[src/rtl/deq_ram.sv]
// Generic RAM with one write port and two registered read ports.
`timescale 1ns / 1ps
`default_nettype none

module deq_ram #(
    parameter int WIDTH = 8,
    parameter int DEPTH = 16
) (
    input  wire logic                                    clk,
    input  wire logic                                    wr_en,
    input  wire logic [((DEPTH > 1) ? $clog2(DEPTH) : 1)-1:0] wr_addr,
    input  wire logic [WIDTH-1:0]                        wr_data,
    input  wire logic                                    rd_en,
    input  wire logic [((DEPTH > 1) ? $clog2(DEPTH) : 1)-1:0] rd_addr_a,
    input  wire logic [((DEPTH > 1) ? $clog2(DEPTH) : 1)-1:0] rd_addr_b,
    output logic      [WIDTH-1:0]                        rd_data_a,
    output logic      [WIDTH-1:0]                        rd_data_b
);

    logic [WIDTH-1:0] mem [DEPTH];

    // Reads return the old contents when the same address is written in that cycle.
    always_ff @(posedge clk)
    begin
        if (wr_en)
        begin
            mem[wr_addr] <= wr_data;
        end
        if (rd_en)
        begin
            rd_data_a <= mem[rd_addr_a];
            rd_data_b <= mem[rd_addr_b];
        end
    end

endmodule

`default_nettype wire

[config.mk]
export PLATFORM = sky130hd
export DESIGN_NAME = deq_ram
export DESIGN_NICKNAME = d
export VERILOG_FILES = /design/src/rtl/deq_ram.sv
export SDC_FILE = /design/constraint.sdc
export NUM_CORES = 1
export LEC_CHECK = 0
export ABC_AREA = 1
export BUFFER_PORTS_ARGS = -buffer_cell sky130_fd_sc_hd__clkbuf_2
export CORE_MARGIN = 5
export CORE_UTILIZATION = 45
export DETAILED_ROUTE_END_ITERATION = 8
export GPL_TIMING_DRIVEN = 0
export MAX_ROUTING_LAYER = met4
export SYNTH_ARGS = -nofsm -noshare
export SYNTH_HDL_FRONTEND = slang
export SYNTH_SLANG_ARGS = --single-unit
[constraint.sdc]
create_clock -name clk -period 1.15 [get_ports clk]
set_input_delay 0.0575 -clock clk [delete_from_list [all_inputs] [get_ports clk]]
set_output_delay 0.0575 -clock clk [all_outputs]
set_load 0.02 [all_outputs]
==> impl_metrics.json <==
{
  "hpwlAfterDp_um": 16400,
  "cts.clk_slew.worst_paths_ps": 60,
  "dp_cells": 1103,
  "r2r-start": "mem[15][1]",
  "p_int_mw": 9.55,
  "port_buffers": 32,
  "rows": 47,
  "cp_slowest_cell": "buf_1",
  "dieHeight_um": 138,
  "critPathMaxStageDelay_ps": 540,
  "clockRootBuffer": "clkbuf_16",
  "drive_above_1_share_pct": 28.7,
  "period_needed_ps": 1220,
  "slew_headroom_pct": 36.5,
  "hold-path-cell-count": 1,
  "cap_violations": 0,
  "p_comb_share_pct": 12.2,
  "max_clock_freq_mhz": 822,
  "place_congestion": 0.974,
  "r2r_setup_slack_ps": -60,
  "async_flop_share_pct": 0,
  "dr.pass1.iters": 6,
  "power_mw": 12.9,
  "pwr-share-seq_pct": 46.3,
  "synth_area_leader_cell": "edfxtp_1",
  "dieArea_um2": 19200,
  "critPathMaxFanout": 9,
  "synth_most_common_cell": "nand2_1",
  "overflow": 0,
  "worst_r2r_path_depth": 6,
  "wl_per_cell_um": 21.9,
  "cp_num_buf_inv": 2,
  "synth_edf_count": 144,
  "fill_cells": 1502,
  "whs_ps": 133,
  "sw_frac_of_total_pct": 26.0,
  "synth_area_um2": 7420,
  "ys_dominant_reg_cell": "edfxtp_1",
  "clock_latency_ps": 430,
  "outcome": "finished with violations",
  "cts_sinks": 144,
  "grt_pass1_vias": 5877,
  "seq_area_um2": 4320,
  "skew_ps": 7.49,
  "crit_chain": "buf_1, inv_1, nand3_2, nand2_1",
  "rsz0062_at_grt": "yes",
  "syn_to_final_growth_pct": 20.2,
  "fin_ws_ps": -66.1,
  "n_antenna_cell": 0,
  "hold_path.class": "input port to flip-flop",
  "htreeDepth": 4,
  "grt_pass1_wl_um": 36200,
  "finalHoldViolations": 0,
  "cp.arrival_ps": 1390,
  "max-vdd-ir-drop_v": 0.00105,
  "critical_path.top_delay_family": "buffers and inverters",
  "p_leak_nw": 3.90,
  "netlist.area_leader.share_pct": 58.3,
  "cp.required_ps": 1330,
  "cts_tree": "yes",
  "antenna_left": 0,
  "start_kind": "input port",
  "power_density_nw_per_um2": 1450,
  "first_iter_violations": 1009,
  "yosysWarnings": 0,
  "wl_um": 24900,
  "holdPathEnd": "mem[13][4]",
  "clockPowerShare_pct": 41.5,
  "synth_common_cells": "nand2_1, nand3_1, edfxtp_1",
  "fp.dieW_um": 138,
  "syn_avg_cell_area_um2": 8.72,
  "r2r_end": "rd_data_a[1]",
  "p_switching_mw": 3.35,
  "multi_input_area_um2": 2740,
  "worst_pin_slew_ps": 949,
  "initial_core_util_pct": 45.2,
  "syn_nets": 874,
  "final_util_pct": 54.4,
  "finalSetupTns_ps": -840,
  "grt_antenna_before_repair": 0,
  "nets": 925,
  "violations": "negative setup slack",
  "synth.yosys.seq_area_share_pct": 58.3,
  "criticalPathCategory": "input port to flip-flop",
  "slew_viol_final": 0,
  "vias_per_cell": 5.66,
  "synth.area.top_cells": "edfxtp_1, nand3_1, nand2_1",
  "cts_made_buffers": 17,
  "route.detailed.drc": 0,
  "core_um2": 16400,
  "post_synth_num_cell_types": 12,
  "min_from": "wr_data[4]",
  "grt_usage_pct": 26.1,
  "vias": 6422,
  "pin_count": 39,
  "final.period_utilization_pct": 106,
  "layoutNonFillerInstCount": 1134,
  "grt_max_degree": 17,
  "cts.path.max_buffers": 2,
  "end_kind": "flip-flop",
  "synth_seq_cells": 144,
  "setup_viol": 30,
  "postSynthCellCount": 851
}
==> through the flow <==
step,setup slack [ps],area [µm²]
final,-66.1,8920
after global routing,-118,8920
after CTS,-18.0,8600
after floorplan,142,7420
after global placement,-538,7860
after detailed placement,-528,7860
==> final cells by class <==
class / count / share of cell area, %
Tap cell: 220 / 3.09
Sequential cell: 144 / 48.5
Multi-Input combinational cell: 521 / 30.7
Timing Repair Buffer: 32 / 1.80
Buffer: 48 / 3.73
Clock buffer: 17 / 4.77
Clock inverter: 14 / 1.61
Inverter: 138 / 5.81
==> metal layers <==
layer	track usage (%)	up-vias	share of wire, %
li1	-	2858	-
met1	35.9	2996	40
met2	36.1	473	43
met3	7.11	95	12
met4	12.0	0	4.8
met5	-	-	0
==> how the worst max path moves through the flow <==
stage                 start      endpoint  slack (ps)  cells past startpoint
2_1_floorplan    wr_addr[2]    mem[10][0]         140                      2
3_3_place_gp     wr_addr[2]    mem[10][1]        -540                      3
3_5_place_dp     wr_addr[2]    mem[10][2]        -530                      3
4_1_cts          wr_addr[2]    mem[11][4]         -20                      3
5_1_grt          mem[14][2]  rd_data_b[2]        -120                      6
6_report       rd_addr_a[3]  rd_data_a[2]         -70                      4
==> flip-flops by register name (all words and copies together), names as in the netlist <==
name,cells
mem,128
rd_data_a,8
rd_data_b,8
==> power groups by stage <==
stage	Clock (mW)	Sequential [mW]	Combinational [mW]
6_report	5.36	5.98	1.58
5_1_grt	5.63	5.99	1.65
4_1_cts	5.41	5.97	1.41
3_5_place_dp	0	6.08	1.34
3_3_place_gp	0	6.08	1.34
2_1_floorplan	0	6.14	0.738
==> cells by family after synthesis <==
group                  after synthesis  share of synthesized area [%]
flip-flops                         144                           58.3
AND/OR/NAND/NOR                    521                           30.3
buffers and inverters              186                           11.5
==> layout by cell type (no fill, tap or decap), types with 4 or more instances in the layout <==
cell type / instances
buf_2: 26
clkbuf_2: 32
inv_2: 50
nand2_1: 259
buf_4: 4
nand3_1: 142
nand2_2: 18
nor2_2: 5
inv_1: 88
nand3_2: 80
edfxtp_1: 144
clkinvlp_4: 4
clkbuf_16: 17
buf_6: 14
nor2_1: 12
==> repair_timing <==
action,4_1_cts,5_1_grt
pin swaps,12,27
resized for setup,48,107
setup endpoints to repair,23,72
setup buffers,0,0
hold buffers,0,0
No activity file was read; power rests on OpenSTA's default activity.
