==> src/rtl/deq_pkg.sv <==
// Package with the shared constants, types and ring helpers of the double-ended queue.
`timescale 1ns / 1ps
`default_nettype none

package deq_pkg;

    // Number of slots in the ring.
    localparam int DEPTH = 16;

    localparam int PTR_W = (DEPTH > 1) ? $clog2(DEPTH) : 1;
    localparam int CNT_W = $clog2(DEPTH + 1);

    localparam int OP_W     = 3;
    localparam int STATUS_W = 2;
    localparam int WORD_W   = 64;

    // Operation codes.
    localparam logic [OP_W-1:0] OP_QUERY      = 3'd0;
    localparam logic [OP_W-1:0] OP_PUSH_FRONT = 3'd1;
    localparam logic [OP_W-1:0] OP_PUSH_BACK  = 3'd2;
    localparam logic [OP_W-1:0] OP_POP_FRONT  = 3'd3;
    localparam logic [OP_W-1:0] OP_POP_BACK   = 3'd4;
    localparam logic [OP_W-1:0] OP_REVERSE    = 3'd5;

    // Status codes.
    localparam logic [STATUS_W-1:0] ST_DONE  = 2'd0;
    localparam logic [STATUS_W-1:0] ST_EMPTY = 2'd1;
    localparam logic [STATUS_W-1:0] ST_FULL  = 2'd2;

    typedef logic [PTR_W-1:0]    ptr_t;
    typedef logic [CNT_W-1:0]    cnt_t;
    typedef logic [OP_W-1:0]     op_t;
    typedef logic [STATUS_W-1:0] status_t;
    typedef logic [WORD_W-1:0]   word_t;

    // One 24-character entry.
    typedef struct packed {
        word_t high;
        word_t mid;
        word_t low;
    } entry_t;

    localparam int ENTRY_W = $bits(entry_t);

    // Registered outcome of one transaction, passed from the control to the output stage.
    typedef struct packed {
        status_t status;
        cnt_t    count;
        logic    empty;
        logic    rev;
        logic    hit_first;
        logic    hit_last;
    } ctrl_result_t;

    function automatic ptr_t ptr_next(input ptr_t p);
        ptr_t r;
        if (p == PTR_W'(DEPTH - 1))
            r = '0;
        else
            r = p + 1'b1;
        return r;
    endfunction

    function automatic ptr_t ptr_prev(input ptr_t p);
        ptr_t r;
        if (p == '0)
            r = PTR_W'(DEPTH - 1);
        else
            r = p - 1'b1;
        return r;
    endfunction

endpackage

`default_nettype wire

==> src/rtl/deq_ctrl.sv <==
// Pointer, count and direction control of the double-ended queue.
`timescale 1ns / 1ps
`default_nettype none

module deq_ctrl
    import deq_pkg::*;
(
    input  wire logic         clk,
    input  wire logic         rst_n,
    input  wire logic         fire,
    input  wire op_t          op,
    output logic              wr_en,
    output ptr_t              wr_addr,
    output ptr_t              rd_addr_first,
    output ptr_t              rd_addr_last,
    output ctrl_result_t      res_reg
);

    ptr_t    head_reg, head_next;
    ptr_t    tail_reg, tail_next;
    cnt_t    count_reg, count_next;
    logic    rev_reg, rev_next;
    status_t status;
    logic    is_push, is_pop, to_first;
    logic    full, empty;
    ctrl_result_t res_next;

    always_comb
    begin
        head_next  = head_reg;
        tail_next  = tail_reg;
        count_next = count_reg;
        rev_next   = rev_reg;
        status     = ST_DONE;
        wr_en      = 1'b0;
        wr_addr    = tail_reg;

        is_push  = (op == OP_PUSH_FRONT) || (op == OP_PUSH_BACK);
        is_pop   = (op == OP_POP_FRONT) || (op == OP_POP_BACK);
        full     = (count_reg == CNT_W'(DEPTH));
        empty    = (count_reg == '0);
        // In reversed order the logical front is the physical last slot.
        to_first = ((op == OP_PUSH_FRONT) || (op == OP_POP_FRONT)) != rev_reg;

        if (is_push)
        begin
            if (full)
            begin
                status = ST_FULL;
            end
            else if (to_first)
            begin
                head_next  = ptr_prev(head_reg);
                wr_en      = fire;
                wr_addr    = head_next;
                count_next = count_reg + 1'b1;
            end
            else
            begin
                wr_en      = fire;
                wr_addr    = tail_reg;
                tail_next  = ptr_next(tail_reg);
                count_next = count_reg + 1'b1;
            end
        end
        else if (is_pop)
        begin
            if (empty)
            begin
                status = ST_EMPTY;
            end
            else if (to_first)
            begin
                head_next  = ptr_next(head_reg);
                count_next = count_reg - 1'b1;
            end
            else
            begin
                tail_next  = ptr_prev(tail_reg);
                count_next = count_reg - 1'b1;
            end
        end
        else if (op == OP_REVERSE)
        begin
            rev_next = ~rev_reg;
        end

        // The result shows the ends of the queue as they stand after this transaction.
        rd_addr_first = head_next;
        rd_addr_last  = ptr_prev(tail_next);

        res_next.status    = status;
        res_next.count     = count_next;
        res_next.empty     = (count_next == '0);
        res_next.rev       = rev_next;
        res_next.hit_first = wr_en && (wr_addr == rd_addr_first);
        res_next.hit_last  = wr_en && (wr_addr == rd_addr_last);
    end

    always_ff @(posedge clk or negedge rst_n)
    begin
        if (!rst_n)
        begin
            head_reg  <= '0;
            tail_reg  <= '0;
            count_reg <= '0;
            rev_reg   <= 1'b0;
            res_reg   <= '0;
        end
        else if (fire)
        begin
            head_reg  <= head_next;
            tail_reg  <= tail_next;
            count_reg <= count_next;
            rev_reg   <= rev_next;
            res_reg   <= res_next;
        end
    end

endmodule

`default_nettype wire

==> config.mk <==
export PLATFORM = sky130hd
export DESIGN_NAME = deq_ctrl
export DESIGN_NICKNAME = d
export VERILOG_FILES = /design/src/rtl/deq_pkg.sv /design/src/rtl/deq_ctrl.sv
export SDC_FILE = /design/constraint.sdc
export NUM_CORES = 1
export LEC_CHECK = 0
export BUFFER_PORTS_ARGS = -buffer_cell sky130_fd_sc_hd__buf_2
export CORE_ASPECT_RATIO = 1.1
export CORE_MARGIN = 4
export CORE_UTILIZATION = 57
export CTS_CLUSTER_SIZE = 28
export DETAILED_ROUTE_END_ITERATION = 16
export PLACE_DENSITY = 0.8
export SLEW_MARGIN = 20
export SYNTH_ARGS = -nofsm -noshare
export SYNTH_HDL_FRONTEND = slang
export SYNTH_SLANG_ARGS = --single-unit
==> constraint.sdc <==
create_clock -name clk -period 3.8 [get_ports clk]
set_input_delay 0.38 -clock clk [delete_from_list [all_inputs] [get_ports clk]]
set_output_delay 0.38 -clock clk [all_outputs]
set_load 0.02 [all_outputs]
==> impl.org <==
** Global route
- Wire length of the first global-routing pass :: roughly 7900 um
- The number of global-route vias before repair was approximately 1,700.
- Total overflow reported by the global router :: 0
- For this run, the total global-route usage over all layers was measured as 0.227.
- Entering global routing, the biggest net connects 30 pins.
- Number of antenna violations at the first check in global routing :: 0

** Power
- Of the total power, the share spent switching nets is 0.545.
- For this design the ratio of total power to cell area is 925 mW/mm^2.
- The share of total power dissipated in combinational logic is 0.694.
- Of the total power, the clock network draws 0.060.
- Of the total power, registers draw 0.246.
- NetSw :: 1.04 mW
- Cell internal power was estimated by the tool at just under 900 uW.
- VDD sags by at most roughly 370 uV.
- For this design the static power due to leakage is 0.876 nW.

** Floorplan
- For this design the top-level I/O count stands at 30.
- DIE WIDTH :: 62.9 um
- Die Area :: 0.00431 mm^2
- In this run the standard cell core region covers 0.00313 mm^2.
- The floorplan has 21 rows.
- Die Ht :: roughly 68 um
- For this configuration, the core starts out at a cell density of 0.605.

** Route
- Detailed routing inserted a total of 1,808 vias.
- The first detailed-routing pass ran for 4 iterations.
- For this block, the routed nets add up to around 4600 um of wire.
- Detail-routed via count per cell :: 6.43
- In the routed design, unresolved DRC markers number 0.
- In this run the remaining antenna-violating nets after routing total 0.
- In this run, the number of DRC markers left after iteration 0 of detailed routing was 130.
- In the final routed layout, each cell accounts on average for 16.4 um.

** Worst hold path
- WHS Endpoint :: rev_reg$_DFFE_PN0P_
- The startpoint identified for the worst hold timing path is op[0].
- Cells on Worst Hold Path :: 3
- The min-delay analysis places its worst path in the category in2reg.

** CTS
- Clock tree synthesis inserted a total of 3 buffers.
- Number of sinks handled by clock tree synthesis :: 19
- After clock tree synthesis, the setup repair step added 0 buffers.
- Clock latency at the later pin of the worst-skew pair :: 0.32 ns
- TritonCTS clock tree :: yes
- Total number of H-tree levels :: 1
- After clock tree synthesis, the clock-pin slew on the worst setup and hold paths is 0.12 ns.
- Clock root buffer :: clkbuf_4
- CTS max path bufs :: 2

** Layout
- Relative to the synthesized area, the layout overhead comes to 9.32%.
- Of the cells placed in the final design, the portion with a size suffix greater than 1 is 0.227.
- Leading cell type in the layout, fill and taps excluded :: buf_2
- Count of inserted antenna diode cells :: 0
- The library cells used most frequently in the layout, excluding fill and tap cells, are 29 x buf_2, 20 x nor2_1, 19 x a21oi_1.
- Number of nets in the final layout :: ~260

** STA
- Time the worst path needs with I/O delays and setup :: 3.56 ns
- RSZ-0062 raised after global routing :: no
- Highest achievable clock rate :: 281 MHz
- Number of setup violations in the final report :: 0
- Setup Skew :: 0.00638 ns
- Tightest Pin Transition :: 0.631 ns
- Worst hold margin :: 0.410 ns
- Final Hold Fails :: 0
- After routing, the total negative slack on setup checks comes to 0 ns.
- Final cycle utilization of the critical path :: 0.938
- The worst pin sits at a relative slew slack of 0.579.
- The final-report max-slew violation count came to 0.

** Synth
- Post-synthesis compound-gate area fraction :: 0.276
- Counting every instance in the synthesized netlist gives 225.
- Yosys attributes the largest share of cell area to dfrtp_1 25%, xnor2_1 6.0%, ha_1 5.9%, a21oi_1 5.0%, nor2_1 4.0%.
- Distinct cells, synth :: 57
- After synthesis, the largest family of logic cells by area is compound AO/OA/AOI/OAI gates.
- Fraction of synthesized area in multiplexers :: 0.0568
- The mapped netlist covers around 0.0019 mm^2.
- Fraction of synthesized cell area in xor and xnor cells :: 0.0780
- Of the total synthesized cell area, the portion taken by full adders, half adders and majority gates is 0.0595.
- Of all flip-flops after synthesis, the portion carrying an async set or reset was 1.00.
- Syn_area_per_cell :: 8.41 um^2
- The synthesized design contains 0 enable-type register cells.
- Of the total synthesized cell area, the portion taken by AND, OR, NAND and NOR gates is 0.213.
- Most instantiated flip-flop cell in the synthesis netlist :: dfrtp_1
- Of the post-synthesis cell area, the dominant cell type holds 0.251.
- Sequential share of the synthesized area :: 0.251
- Yosys synthesis warning count :: 0
- Summed over all instances, the cell type with the most area after synthesis is dfrtp_1.
- Counting flops and latches in the post-synthesis netlist gives 19.
- Post-Synthesis Net Count :: 240

** Setup path
- Worst R2R Path Depth :: 10
- At the worst endpoint, the required time is 3.42 ns.
- Class of the most critical setup path :: reg2out
- For flop-to-flop paths, the worst setup slack is 0.68 ns.
- On the critical path, the stage with the largest delay is an instance of dfrtp_1.
- The critical path goes through inv_1, ha_1, and4bb_2, nor3_1, o22ai_1, a221oi_2, ha_1, and3b_1, nor3_1, buf_2.
- On the worst path, the slowest cell contributes a delay of about 0.5 ns.
- Of all nets on the critical path, the largest fanout is 9.
- The cell family contributing the most delay on the critical path is simple AND/OR/NAND/NOR gates.
- Tracing the worst setup path back leads to its startpoint at count_reg[1]$_DFFE_PN0P_.
- Endpoint of the worst-slack reg-to-reg timing path :: res_reg[0]$_DFFE_PN0P_
- Data arrival at the endpoint of the critical path :: 3.18 ns
- The worst setup path is captured at an output pin.
- Source of the worst register-to-register timing path :: count_reg[1]$_DFFE_PN0P_
- Buffering stage count on the worst path with inverters included :: 2
- Startpoint Class :: flop

** Place
- Port Buffers :: 29
- Detailed placement HPWL :: 3350 um
- Placer's final routability congestion estimate :: between 0.8 and 0.9

** Run
- Number of max-cap violations :: 0

** Outcome
- Result of the run :: finished, final reports clean
==> worst max path at each step <==
stage	end	slack, ns	cells after the start
finish	rd_addr_last[3]	0.24	10
floorplan	rd_addr_last[3]	0.40	10
detailed placement	rd_addr_last[3]	0.58	10
global placement	rd_addr_last[3]	0.68	11
CTS	rd_addr_last[3]	0.21	10
global route	rd_addr_last[3]	0.05	11
==> power groups by stage <==
stage / clock, mW / sequential [mW] / combinational [mW]
2_1_floorplan: 0 / 0.407 / 1.07
3_3_place_gp: 0 / 0.461 / 1.29
3_5_place_dp: 0 / 0.470 / 1.31
4_1_cts: 0.119 / 0.466 / 1.32
5_1_grt: 0.130 / 0.494 / 1.46
6_report: 0.115 / 0.471 / 1.33
==> per-layer routing <==
metal,up-vias,GRT usage,routed length [um]
li1,872,-,-
met5,-,0,0
met3,9,0.0263,263
met2,80,0.395,2200
met1,847,0.296,2050
met4,0,0.0744,86
==> cell type report <==
| class | instances | area, um^2 |
|---|---|---|
| Multi-Input combinational cell | 178 | 1300 |
| Fill cell | 291 | 1060 |
| Sequential cell | 19 | 477 |
| Timing Repair Buffer | 32 | 170 |
| Inverter | 14 | 52.6 |
| Tap cell | 34 | 42.5 |
| Clock buffer | 3 | 22.5 |
| Clock inverter | 1 | 7.51 |
==> metrics by stage <==
step           utilization  power, mW  instances  setup slack, ns  cell area (um^2)
2_1_floorplan            -       1.47        225            0.396              1890
3_3_place_gp         0.648       1.76        276            0.677              2030
3_5_place_dp         0.648       1.78        276            0.584              2030
4_1_cts              0.661       1.90        281            0.208              2070
5_1_grt              0.662       2.08        281           0.0490              2070
6_report             0.662       1.91        281            0.235              2070
==> logic make-up after synthesis <==
group,after synthesis
AND/OR/NAND/NOR,73
AO/OA/AOI/OAI,70
buffers and inverters,28
flip-flops,19
XOR/XNOR,16
multiplexers,10
adder cells (fa/ha/maj),9
==> worst reg2reg max path, cell delays in order (launching register included) <==
cell and delay [ns]:
dfrtp_1 0.50, inv_1 0.10, ha_1 0.23, and4bb_2 0.27
nor3_1 0.42, o22ai_1 0.16, a221oi_2 0.36, ha_1 0.29
and3b_1 0.21, o311a_1 0.34, o41ai_2 0.19
==> synth_stat cells, drive strengths merged, types with 2 or more instances <==
cell type / number
nor4: 3
inv: 14
xor2: 2
nor2: 20
o21ai: 10
clkbuf: 9
a311oi: 2
o221a: 2
or3: 3
mux2: 6
a211oi: 5
a2111oi: 2
o311a: 2
a221oi: 2
and2: 3
nand3: 4
mux2i: 4
nand2: 14
a31oi: 3
a21oi: 20
o22ai: 6
ha: 9
nand2b: 7
o41ai: 3
a21o: 2
xnor2: 14
dfrtp: 19
buf: 5
o31ai: 5
nor3: 7
==> what timing repair did <==
item                                    4_1_cts  5_1_grt
resized for setup                             0        3
hold buffers                                  1        0
endpoints found under the hold margin        12        0
endpoints found under the setup margin        0        2
No activity file was read; power rests on OpenSTA's default activity.
